===== src/rtl/core/vgu_pkg.sv =====
// vgu_pkg: shared types and defaults for the vector geometry unit.
// No dependencies.
`timescale 1ns / 1ps

package vgu_pkg;

    localparam int FIELD_W        = 32;
    localparam int FRAC_BITS_DEF  = 16;
    localparam int COMP_WIDTH_DEF = 32;

    typedef enum logic [1:0] {
        OP_NORM = 2'd0,
        OP_SUB  = 2'd1,
        OP_DOT  = 2'd2,
        OP_DIST = 2'd3
    } t_op;

    typedef struct packed {
        t_op                      operation;
        logic signed [FIELD_W-1:0] ax;
        logic signed [FIELD_W-1:0] ay;
        logic signed [FIELD_W-1:0] az;
        logic signed [FIELD_W-1:0] bx;
        logic signed [FIELD_W-1:0] by;
        logic signed [FIELD_W-1:0] bz;
    } t_in_item;

    typedef struct packed {
        logic signed [FIELD_W-1:0] rx;
        logic signed [FIELD_W-1:0] ry;
        logic signed [FIELD_W-1:0] rz;
        logic signed [FIELD_W-1:0] scalar;
        logic                      overflow;
    } t_out_item;

    // per-stage control travelling alongside the data
    typedef struct packed {
        logic valid;
        t_op  op;
        logic zero;
    } t_ctl;

endpackage


===== src/rtl/core/vgu_sqrt_cell.sv =====
// vgu_sqrt_cell: one root bit of a restoring square root, registered.
// Depends on vgu_pkg.
`timescale 1ns / 1ps

module vgu_sqrt_cell #(
    parameter int SW     = 66,
    parameter int RB     = 33,
    parameter int BIT    = 0,
    parameter int SIDE_W = 129
) (
    input  logic              i_clk,
    input  logic              i_rst_n,
    input  logic              i_en,
    input  vgu_pkg::t_ctl     i_ctl,
    input  logic [SW-1:0]     i_rem,
    input  logic [RB-1:0]     i_root,
    input  logic [SIDE_W-1:0] i_side,
    output vgu_pkg::t_ctl     o_ctl,
    output logic [SW-1:0]     o_rem,
    output logic [RB-1:0]     o_root,
    output logic [SIDE_W-1:0] o_side
);
    import vgu_pkg::*;

    localparam logic [SW:0] ONE_SQ = {{SW{1'b0}}, 1'b1} << (2*BIT);

    logic [SW:0] trial;
    logic        take;

    // (root + 2^BIT)^2 - root^2 = root*2^(BIT+1) + 2^(2*BIT)
    assign trial = ((SW+1)'(i_root) << (BIT+1)) | ONE_SQ;
    assign take  = {1'b0, i_rem} >= trial;

    t_ctl r_ctl;

    always_ff @(posedge i_clk) begin
        if (!i_rst_n) begin
            r_ctl <= '0;
        end else if (i_en) begin
            r_ctl <= i_ctl;
        end
    end

    always_ff @(posedge i_clk) begin
        if (i_en) begin
            o_rem  <= take ? SW'({1'b0, i_rem} - trial) : i_rem;
            o_root <= take ? (i_root | (RB'(1) << BIT)) : i_root;
            o_side <= i_side;
        end
    end

    assign o_ctl = r_ctl;

endmodule


===== config.mk =====
export PLATFORM = sky130hd
export DESIGN_NAME = vgu_sqrt_cell
export DESIGN_NICKNAME = d
export VERILOG_FILES = /design/src/rtl/core/vgu_pkg.sv /design/src/rtl/core/vgu_sqrt_cell.sv
export SDC_FILE = /design/constraint.sdc
export NUM_CORES = 1
export LEC_CHECK = 0
export ABC_AREA = 1
export BUFFER_PORTS_ARGS = -buffer_cell sky130_fd_sc_hd__buf_2
export CAP_MARGIN = 40
export CELL_PAD_IN_SITES_DETAIL_PLACEMENT = 1
export CELL_PAD_IN_SITES_GLOBAL_PLACEMENT = 1
export CORE_AREA = 2 2 180 182
export CTS_BUF_LIST = sky130_fd_sc_hd__clkbuf_4
export CTS_CLUSTER_DIAMETER = 80
export DETAILED_ROUTE_END_ITERATION = 8
export DIE_AREA = 0 0 182 184
export GPL_ROUTABILITY_DRIVEN = 0
export PLACE_DENSITY_LB_ADDON = 0.1
export SLEW_MARGIN = 20
export SYNTH_ARGS = -nofsm -noshare
export SYNTH_HDL_FRONTEND = slang
export SYNTH_SLANG_ARGS = --single-unit

===== constraint.sdc =====
create_clock -name i_clk -period 5.17 [get_ports i_clk]
set_input_delay 1.2925 -clock i_clk [delete_from_list [all_inputs] [get_ports i_clk]]
set_output_delay 1.2925 -clock i_clk [all_outputs]
set_load 0.01 [all_outputs]

==> impl_metrics.ini <==
[timing]
fin_tns_setup_ns = 0
min_period_ns = 3.48
worst_slack_ns = 1.69
final.setup_skew_ns = 0
drv_slew = 0
rsz0062_at_grt = false
max_freq_mhz = 288
finalCritPeriodShare_pct = 67.2
hold_viol = 0
setup_viol = 0
max-slew-margin-rel_pct = 34.1
worst_pin_slew_ns = 0.989

[setup_path]
reg2reg_from = o_ctl[3]
rrSetupSlack_ns = 4.52
cp-startpoint = i_root[8]
cpPeakStageDelay_ns = 0.49
cpMaxStageDelayCell = inv_4
worstSetupStartpointType = input pin
cp-end-kind = flip-flop
cp_max_fo = 48
critPathKind = in2reg
required_ns = 5.56
worstPathArrival_ns = 3.87
crit_chain = buf_2 > inv_1 > ha_1 > a21oi_1 > o21ai_1 > inv_1 > nand3_2 > nand2_1 > nand2_1 > nand2_2 > nand3_4 > inv_4 > buf_12 > o21ai_1

[floorplan]
start_util_pct = 37.2
coreArea_um2 = 31400
dieArea_um2 = 33500
die_x_um = 182
die_y_um = 184
num_rows = 65
io_pins = 467

[clock_tree]
cts_buffer_depth = 3
htreeDepth = 3
path_clk_slew_ns = 0.06
post_cts_buffers = 0
cts.sink_count = 232
clock-root-buffer = clkbuf_4
clkLatencyLatePin_ns = 0.67
numCtsBuffers = 68
tritoncts = built
hold_buffers = 0
cts_resized = 0

[yosys]
synthCells = 1217
synth_nets = 1487
yosys_warnings = 0
synth.most_common_cell = nand2_1
ys_seq_elements = 232
synth_common_cells = nand2_1, edfxtp_1, inv_1
synth_top_area_share_pct = 58.6
synth_cell_types = 36
synthTopCellsByArea = edfxtp_1, nand2_1, inv_1
netlist.top_cell.by_area = edfxtp_1
synth_area_um2 = 11700
synth_edf_count = 228
ys_seq_area_share_pct = 59.3
syn_avg_cell_area_um2 = 9.60
synth-main-ff-cell = edfxtp_1
async_reset_ff_share_pct = 0

[power_and_ir_drop]
p_total_mw = 4.95
ir_worst_vdd_mv = 0.145
power.density_cell_area_nw_per_um2 = 323
p_leak_nw = 6.92

[placement]
io_buffers = 466
dpl.hpwl_mm = 39.6
pre_cts_slack_ns = 1.02

[job]
max_cap_violations = 0

[hold_path]
hp-start = o_ctl[2]
hold_path.class = reg2reg

[final_layout]
area_growth_pct = 31.1
drive_gt1_share_pct = 34.9
layout.nets = 2016
multi_input_area_um2 = 4020
nFillCells = 3791
seq_area_um2 = 6930

[routing]
viasPerCell = 4.96
drtIter0Drc = 675
drt_first_pass_iters = 6
drt-wirelength-per-cell_um = 22.1
vias = 10900
drc = 0
drt-total-wl_mm = 48.6
ant_nets = 0

[global_routing]
grt_max_degree = 115
grt_usage_pct = 28.8
grt_pass1_vias = 11300
grt_pass1_wl_mm = 70.2
gr-total-overflow = 0
antenna_found_initial = 18

[status]
outcome = finished clean
## kinds of logic after synthesis
group | synth area share [%]
flops | 59.3
xor+xnor | 2.32
buf+inv | 6.33
compound gates | 6.91
fa+ha+maj | 3.81
simple gates | 21.4
## cell usage in the layout (no fill, tap or decap), types with 5 or more instances in the layout
master and count:
buf_2 465, nand2_1 355, edfxtp_1 228, inv_1 160, nor2_1 150, clkbuf_4 94, a21oi_1 45, nand3_1 40
ha_1 34, o21ai_1 27, xnor2_1 27, a21oi_2 26, o21ai_0 24, nor3_1 17, nand3b_1 14, clkinv_1 12
inv_2 10, nand4_1 9, o21ai_2 7, diode_2 6, nor2_2 6, and2_1 5
## path summary, 6_finish.rpt
kind	cells after the start	endpoint
worst max-delay path	14	o_rem[14]
worst min-delay path	2	o_ctl[2]
worst max register to register	2	o_ctl[3]
worst min register to register	2	o_ctl[2]
## layer usage
metal	global-route usage (%)	vias to the layer above	share of wire (%)
met5	0	-	0.12
met4	9.84	10	2.6
met3	8.36	82	9.1
met2	47.5	451	48
met1	36.3	5236	40
li1	-	5117	-
## critical path: cells and delay by family
family / cells / cell delay [ns]
fa+ha+maj: 1 / 0.33
buf+inv: 5 / 1.07
compound gates: 3 / 0.52
simple gates: 5 / 0.62
## sequential cells by signal (all words and copies together), names as in the netlist
signal,flops
o_side,129
o_ctl,4
o_rem,66
o_root,33
## through the flow
stage	instance area (µm²)	hold slack [ns]	utilization (%)	std cells
after global placement	14500	0.474	46.2	2078
final	15300	0.521	48.8	2197
after global routing	15300	0.556	48.8	2194
after floorplan	11700	0.533	-	1217
after detailed placement	14500	0.502	46.2	2078
after CTS	15300	0.517	48.8	2191
## cell type report
type | instances | share of cell area, %
Sequential cell | 232 | 45.2
Multi-Input combinational cell | 806 | 26.2
Timing Repair Buffer | 469 | 15.7
Clock buffer | 94 | 4.61
Inverter | 169 | 4.16
Tap cell | 402 | 3.28
Clock inverter | 19 | 0.727
Antenna cell | 6 | 0.0980
## report_power, final
part           switching [mW]  internal, mW  total [mW]
Clock                   0.835         0.888        1.72
Combinational           0.581         0.325       0.907
Sequential             0.0513          2.27        2.32
Note: power is estimated with default switching activity, not from simulation.
