### src/rtl/core/vgu_pkg.sv
// vgu_pkg: shared types and defaults for the vector geometry unit.
// No dependencies.
`timescale 1ns / 1ps

package vgu_pkg;

    localparam int FIELD_W        = 32;
    localparam int FRAC_BITS_DEF  = 16;
    localparam int COMP_WIDTH_DEF = 32;

    typedef enum logic [1:0] {
        OP_NORM = 2'd0,
        OP_SUB  = 2'd1,
        OP_DOT  = 2'd2,
        OP_DIST = 2'd3
    } t_op;

    typedef struct packed {
        t_op                      operation;
        logic signed [FIELD_W-1:0] ax;
        logic signed [FIELD_W-1:0] ay;
        logic signed [FIELD_W-1:0] az;
        logic signed [FIELD_W-1:0] bx;
        logic signed [FIELD_W-1:0] by;
        logic signed [FIELD_W-1:0] bz;
    } t_in_item;

    typedef struct packed {
        logic signed [FIELD_W-1:0] rx;
        logic signed [FIELD_W-1:0] ry;
        logic signed [FIELD_W-1:0] rz;
        logic signed [FIELD_W-1:0] scalar;
        logic                      overflow;
    } t_out_item;

    // per-stage control travelling alongside the data
    typedef struct packed {
        logic valid;
        t_op  op;
        logic zero;
    } t_ctl;

endpackage

### src/rtl/core/vgu_div_cell.sv
// vgu_div_cell: one quotient bit of three restoring dividers sharing a divisor.
// Depends on vgu_pkg.
`timescale 1ns / 1ps

module vgu_div_cell #(
    parameter int NW     = 51,
    parameter int DNW    = 35,
    parameter int QW     = 17,
    parameter int BIT    = 0,
    parameter int SIDE_W = 129
) (
    input  logic                 i_clk,
    input  logic                 i_rst_n,
    input  logic                 i_en,
    input  vgu_pkg::t_ctl        i_ctl,
    input  logic [2:0][NW-1:0]   i_rem,
    input  logic [2:0][QW-1:0]   i_q,
    input  logic [DNW-1:0]       i_den,
    input  logic [SIDE_W-1:0]    i_side,
    output vgu_pkg::t_ctl        o_ctl,
    output logic [2:0][NW-1:0]   o_rem,
    output logic [2:0][QW-1:0]   o_q,
    output logic [DNW-1:0]       o_den,
    output logic [SIDE_W-1:0]    o_side
);
    import vgu_pkg::*;

    logic [NW-1:0]      trial;
    logic [2:0][NW-1:0] n_rem;
    logic [2:0][QW-1:0] n_q;

    assign trial = NW'(i_den) << BIT;

    always_comb begin
        for (int j = 0; j < 3; j++) begin
            if (i_rem[j] >= trial) begin
                n_rem[j] = i_rem[j] - trial;
                n_q[j]   = i_q[j] | (QW'(1) << BIT);
            end else begin
                n_rem[j] = i_rem[j];
                n_q[j]   = i_q[j];
            end
        end
    end

    t_ctl r_ctl;

    always_ff @(posedge i_clk) begin
        if (!i_rst_n) begin
            r_ctl <= '0;
        end else if (i_en) begin
            r_ctl <= i_ctl;
        end
    end

    always_ff @(posedge i_clk) begin
        if (i_en) begin
            o_rem  <= n_rem;
            o_q    <= n_q;
            o_den  <= i_den;
            o_side <= i_side;
        end
    end

    assign o_ctl = r_ctl;

endmodule

### config.mk
export PLATFORM = sky130hd
export DESIGN_NAME = vgu_div_cell
export DESIGN_NICKNAME = d
export VERILOG_FILES = /design/src/rtl/core/vgu_pkg.sv /design/src/rtl/core/vgu_div_cell.sv
export SDC_FILE = /design/constraint.sdc
export NUM_CORES = 1
export LEC_CHECK = 0
export ABC_AREA = 0
export ABC_CLOCK_PERIOD_IN_PS = 4500
export BUFFER_PORTS_ARGS = -buffer_cell sky130_fd_sc_hd__buf_2
export CORE_AREA = 2 2 295 297
export DETAILED_ROUTE_END_ITERATION = 10
export DIE_AREA = 0 0 297 299
export GPL_TIMING_DRIVEN = 0
export PLACE_DENSITY = 0.54
export SLEW_MARGIN = 20
export SYNTH_ARGS = -nofsm -noshare
export SYNTH_HDL_FRONTEND = slang
export SYNTH_SLANG_ARGS = --single-unit
### constraint.sdc
create_clock -name i_clk -period 4.5 [get_ports i_clk]
set_input_delay 0.9 -clock i_clk [delete_from_list [all_inputs] [get_ports i_clk]]
set_output_delay 0.9 -clock i_clk [all_outputs]
set_load 0.005 [all_outputs]
==> results list <==
- Counting every instance in the synthesized netlist gives 1718.
- Highest net fanout along the worst path: 5
* Tot GR Track Use: around 20%
- The clock arrives with 0 ns of skew.
* Most frequent cells in the layout: buf_2 (761), edfxtp_1 (368), nand2_1 (190), o21ai_0 (162), a21oi_1 (122)
* CP Launch Type: primary input
* Placement Rows: 108
* Initial drt markers: about 940
- Number of antenna violations at the first check in global routing: 47
* Port-buffer cells: between 700 and 800
- The clock tree synthesis step divided the H-tree into 2 levels.
* Hold Path Origin: i_side[73]
- Post-Syn Area per Cell: 11.4 sq um
- Count of final setup violators: 0
- Synthesis-to-layout area growth: 35.7%
- STA classifies the critical path endpoint as a flip-flop.
* Relative slew slack: 41.0%
- Via count of the first global-routing pass: approximately 16000
- Largest cells by area after synthesis: edfxtp_1 (56%), ha_1 (6.7%), o21ai_0 (4.1%)
* Most common cell after layout, fill and taps aside: buf_2
- Layout cells sized above 1: a little over a third
- Clock tree root driver cell: clkbuf_16
* Final estimated routing congestion in global placement: slightly below 0.9
- Clock period minus final worst setup slack: around 4.3 ns
- Following the worst setup path forward leads to its endpoint at o_rem[146]$_DFFE_PP_.
* Pwr Density: around 400 mW/mm^2
- DRC errors left: 0
- Peak VDD IR: 0.291 mV
- The worst hold path belongs to the class in2reg.
- Share of the synthesized area in the top cell type: 56.2%
- I/O pins: about 750
- The most used flip-flop cell after synthesis is edfxtp_1.
- For the worst flop-to-flop path, the logic depth is 2.
- End of the worst register-to-register path: o_ctl[0]$_SDFFE_PN0P_
- Flip-flop and latch count after synthesis: 372
* Wire length reported by the detailed router: about 91 mm
- Die Height: 299 microns
- Clock tree from TritonCTS: done
- Once layout is complete, the utilization of the core stands at between 30 and 40%.
* First-pass GRT wire length: 124 mm
- After floorplanning, the core was sized to cover between 0.08 and 0.09 sq mm.
* Slew of the pin with the lowest slew margin: between 0.8 and 0.9 ns
- The flow ran to the end, and the final reports show no timing, DRC or antenna violations.
- Clock-pin slew was measured on the worst setup and hold paths at 0.06 ns.
* Antenna Violating Nets Remaining: 0
- Number of nets in the finished design: 2998
- The first detailed-routing pass took 6 iterations.
* Required time of the critical path: a little under 5 ns
- Measured along the x axis, the die boundary spans slightly below 300 microns.
- The final critical path takes up a little over nine tenths of the cycle.
* Post-CTS repair timing setup buffer count: 0
- Leakage power of the design: approximately 11 nW
- Yosys top cell by area: edfxtp_1
- Buffers inserted during clock tree synthesis total 49.
- Number of synthesized flops with an enable pin: roughly 370
- Summed over all layers, the global routing overflow is 0.
- Once detailed placement completed, the half-perimeter wirelength came to around 75 mm.
- Final Hold Slack: approximately 0.46 ns
* Worst setup path start: i_den[0]
- Combined area of all synthesized cells: 0.0197 sq mm
- The clock passes through at most 3 buffers.
- Synth warnings: 0
* Starting Density: 22.9%
* Pin count of the biggest net entering global routing: 100
- Sequential element share of the synthesized area: a little under three fifths
- The floorplan step defined a die boundary enclosing slightly below 0.09 sq mm.
* Maximum clock frequency: between 200 and 250 MHz
- For this run, asynchronously set or reset flops after synthesis account for 0%.
* Final hold vios: 0
- Max capacitance violation total: 0
- Counting every net in the synthesized netlist gives about 2200.
- Across all register-to-register paths, the minimum setup slack is 3.88 ns.
* Hold buffer count at cts: 0
* Average wire per standard cell: around 25 microns
- Per-cell via count in the routed design: about 4.6
- The number of slew-limit violations in the final report is 0.
* Fillers: approximately 9000
- Worst EP arrival: approximately 4.6 ns
* Setup repair after global routing missed its margin: false
* Number of distinct library cells after synthesis: about 80
- Clock Sink Count: between 300 and 400
- Across all layers, the routed design uses 17134 vias.
- The critical path in this run is classified as in2reg.
- Clock latency on the worst-skew pair, taken at its later pin, is a little under 0.6 ns.
- Worst R2R Start: o_ctl[0]$_SDFFE_PN0P_
==> report_power, final <==
part / internal, mW / switching (mW) / total (mW)
clock: 2.58 / 1.64 / 4.22
combinational: 0.795 / 1.26 / 2.06
sequential: 4.26 / 0.0880 / 4.34
==> cell families (layout without fill, tap and decap cells) <==
family          after synthesis  after routing  synth area share (%)
fa+ha+maj                   108            108                  6.99
mux                          12             12                 0.649
buf+inv                     126            960                  2.58
xor+xnor                    143            143                  6.37
flops                       372            372                  56.6
compound gates              456            456                  14.2
other cells                   0              8                     0
simple gates                501            501                  12.6
==> cell type report <==
cell class	count	area (sq um)	share of cell area [%]
Clock inverter	32	448	1.68
Clock buffer	56	1250	4.69
Buffer	63	273	1.02
Antenna cell	8	20.0	0.0750
Tap cell	1155	1450	5.42
Multi-Input combinational cell	1220	8040	30.1
Inverter	63	236	0.886
Timing Repair Buffer	746	3830	14.4
Sequential cell	372	11100	41.7
==> per-stage QoR <==
stage               setup slack [ns]  power (mW)  std cells  TNS (ns)  instance area, sq um
floorplan                      0.674        5.35       1718         0                 19700
global placement               -3.60        6.52       3615  -1278.55                 24800
detailed placement            -0.567        6.49       3619    -26.26                 24900
CTS                           0.0691        10.8       3707         0                 26600
global route                  0.0113        11.1       3709         0                 26700
finish                         0.188        10.6       3715         0                 26700
==> registers in the layout, summed over array words and instances, names as in the netlist <==
| register | cells |
|---|---|
| o_ctl | 4 |
| o_q | 51 |
| o_side | 129 |
| o_rem | 153 |
| o_den | 35 |
==> timing repair <==
action | CTS | global route
hold endpoints to repair | 0 | 0
endpoints found under the setup margin | 0 | 14
resized for setup | 0 | 6
==> layer usage <==
metal	vias to the layer above	wire, microns	global-route usage, %
met5	-	267	0
met4	46	2620	5.64
met3	158	7670	6.94
met2	610	46300	35.2
met1	8256	34400	21.9
li1	8064	-	-
==> worst min path at each step <==
stage | to | slack (ns) | cells past startpoint
2_1_floorplan | o_ctl[0]$_SDFFE_PN0P_ | 0.51 | 2
3_3_place_gp | o_ctl[2]$_SDFFE_PN0P_ | 0.49 | 2
3_5_place_dp | o_ctl[3]$_SDFFE_PN0P_ | 0.50 | 2
4_1_cts | o_side[63]$_DFFE_PP_ | 0.42 | 1
5_1_grt | o_side[19]$_DFFE_PP_ | 0.44 | 1
6_report | o_side[73]$_DFFE_PP_ | 0.46 | 1
==> cell usage after synthesis (all sizes together) (22+ instances only) <==
master,count
a21o,32
a21oi,122
buf,24
clkbuf,39
edfxtp,368
ha,105
inv,63
nand2,190
nand3,29
nand4,33
nor2,92
nor3,33
o21ai,167
o21bai,22
xnor2,70
xor2,73
==> worst max-delay path, cell delays in order <==
cell and delay, ns:
buf_2 0.27, ha_1 0.23, inv_1 0.06, fa_1 0.40, a21oi_1 0.24, o211ai_1 0.25, a32oi_1 0.47, a31oi_1 0.26
a311oi_1 0.75, o21ai_1 0.34, nor4_1 0.34, xor2_1 0.12
No activity file was read; power rests on OpenSTA's default activity.
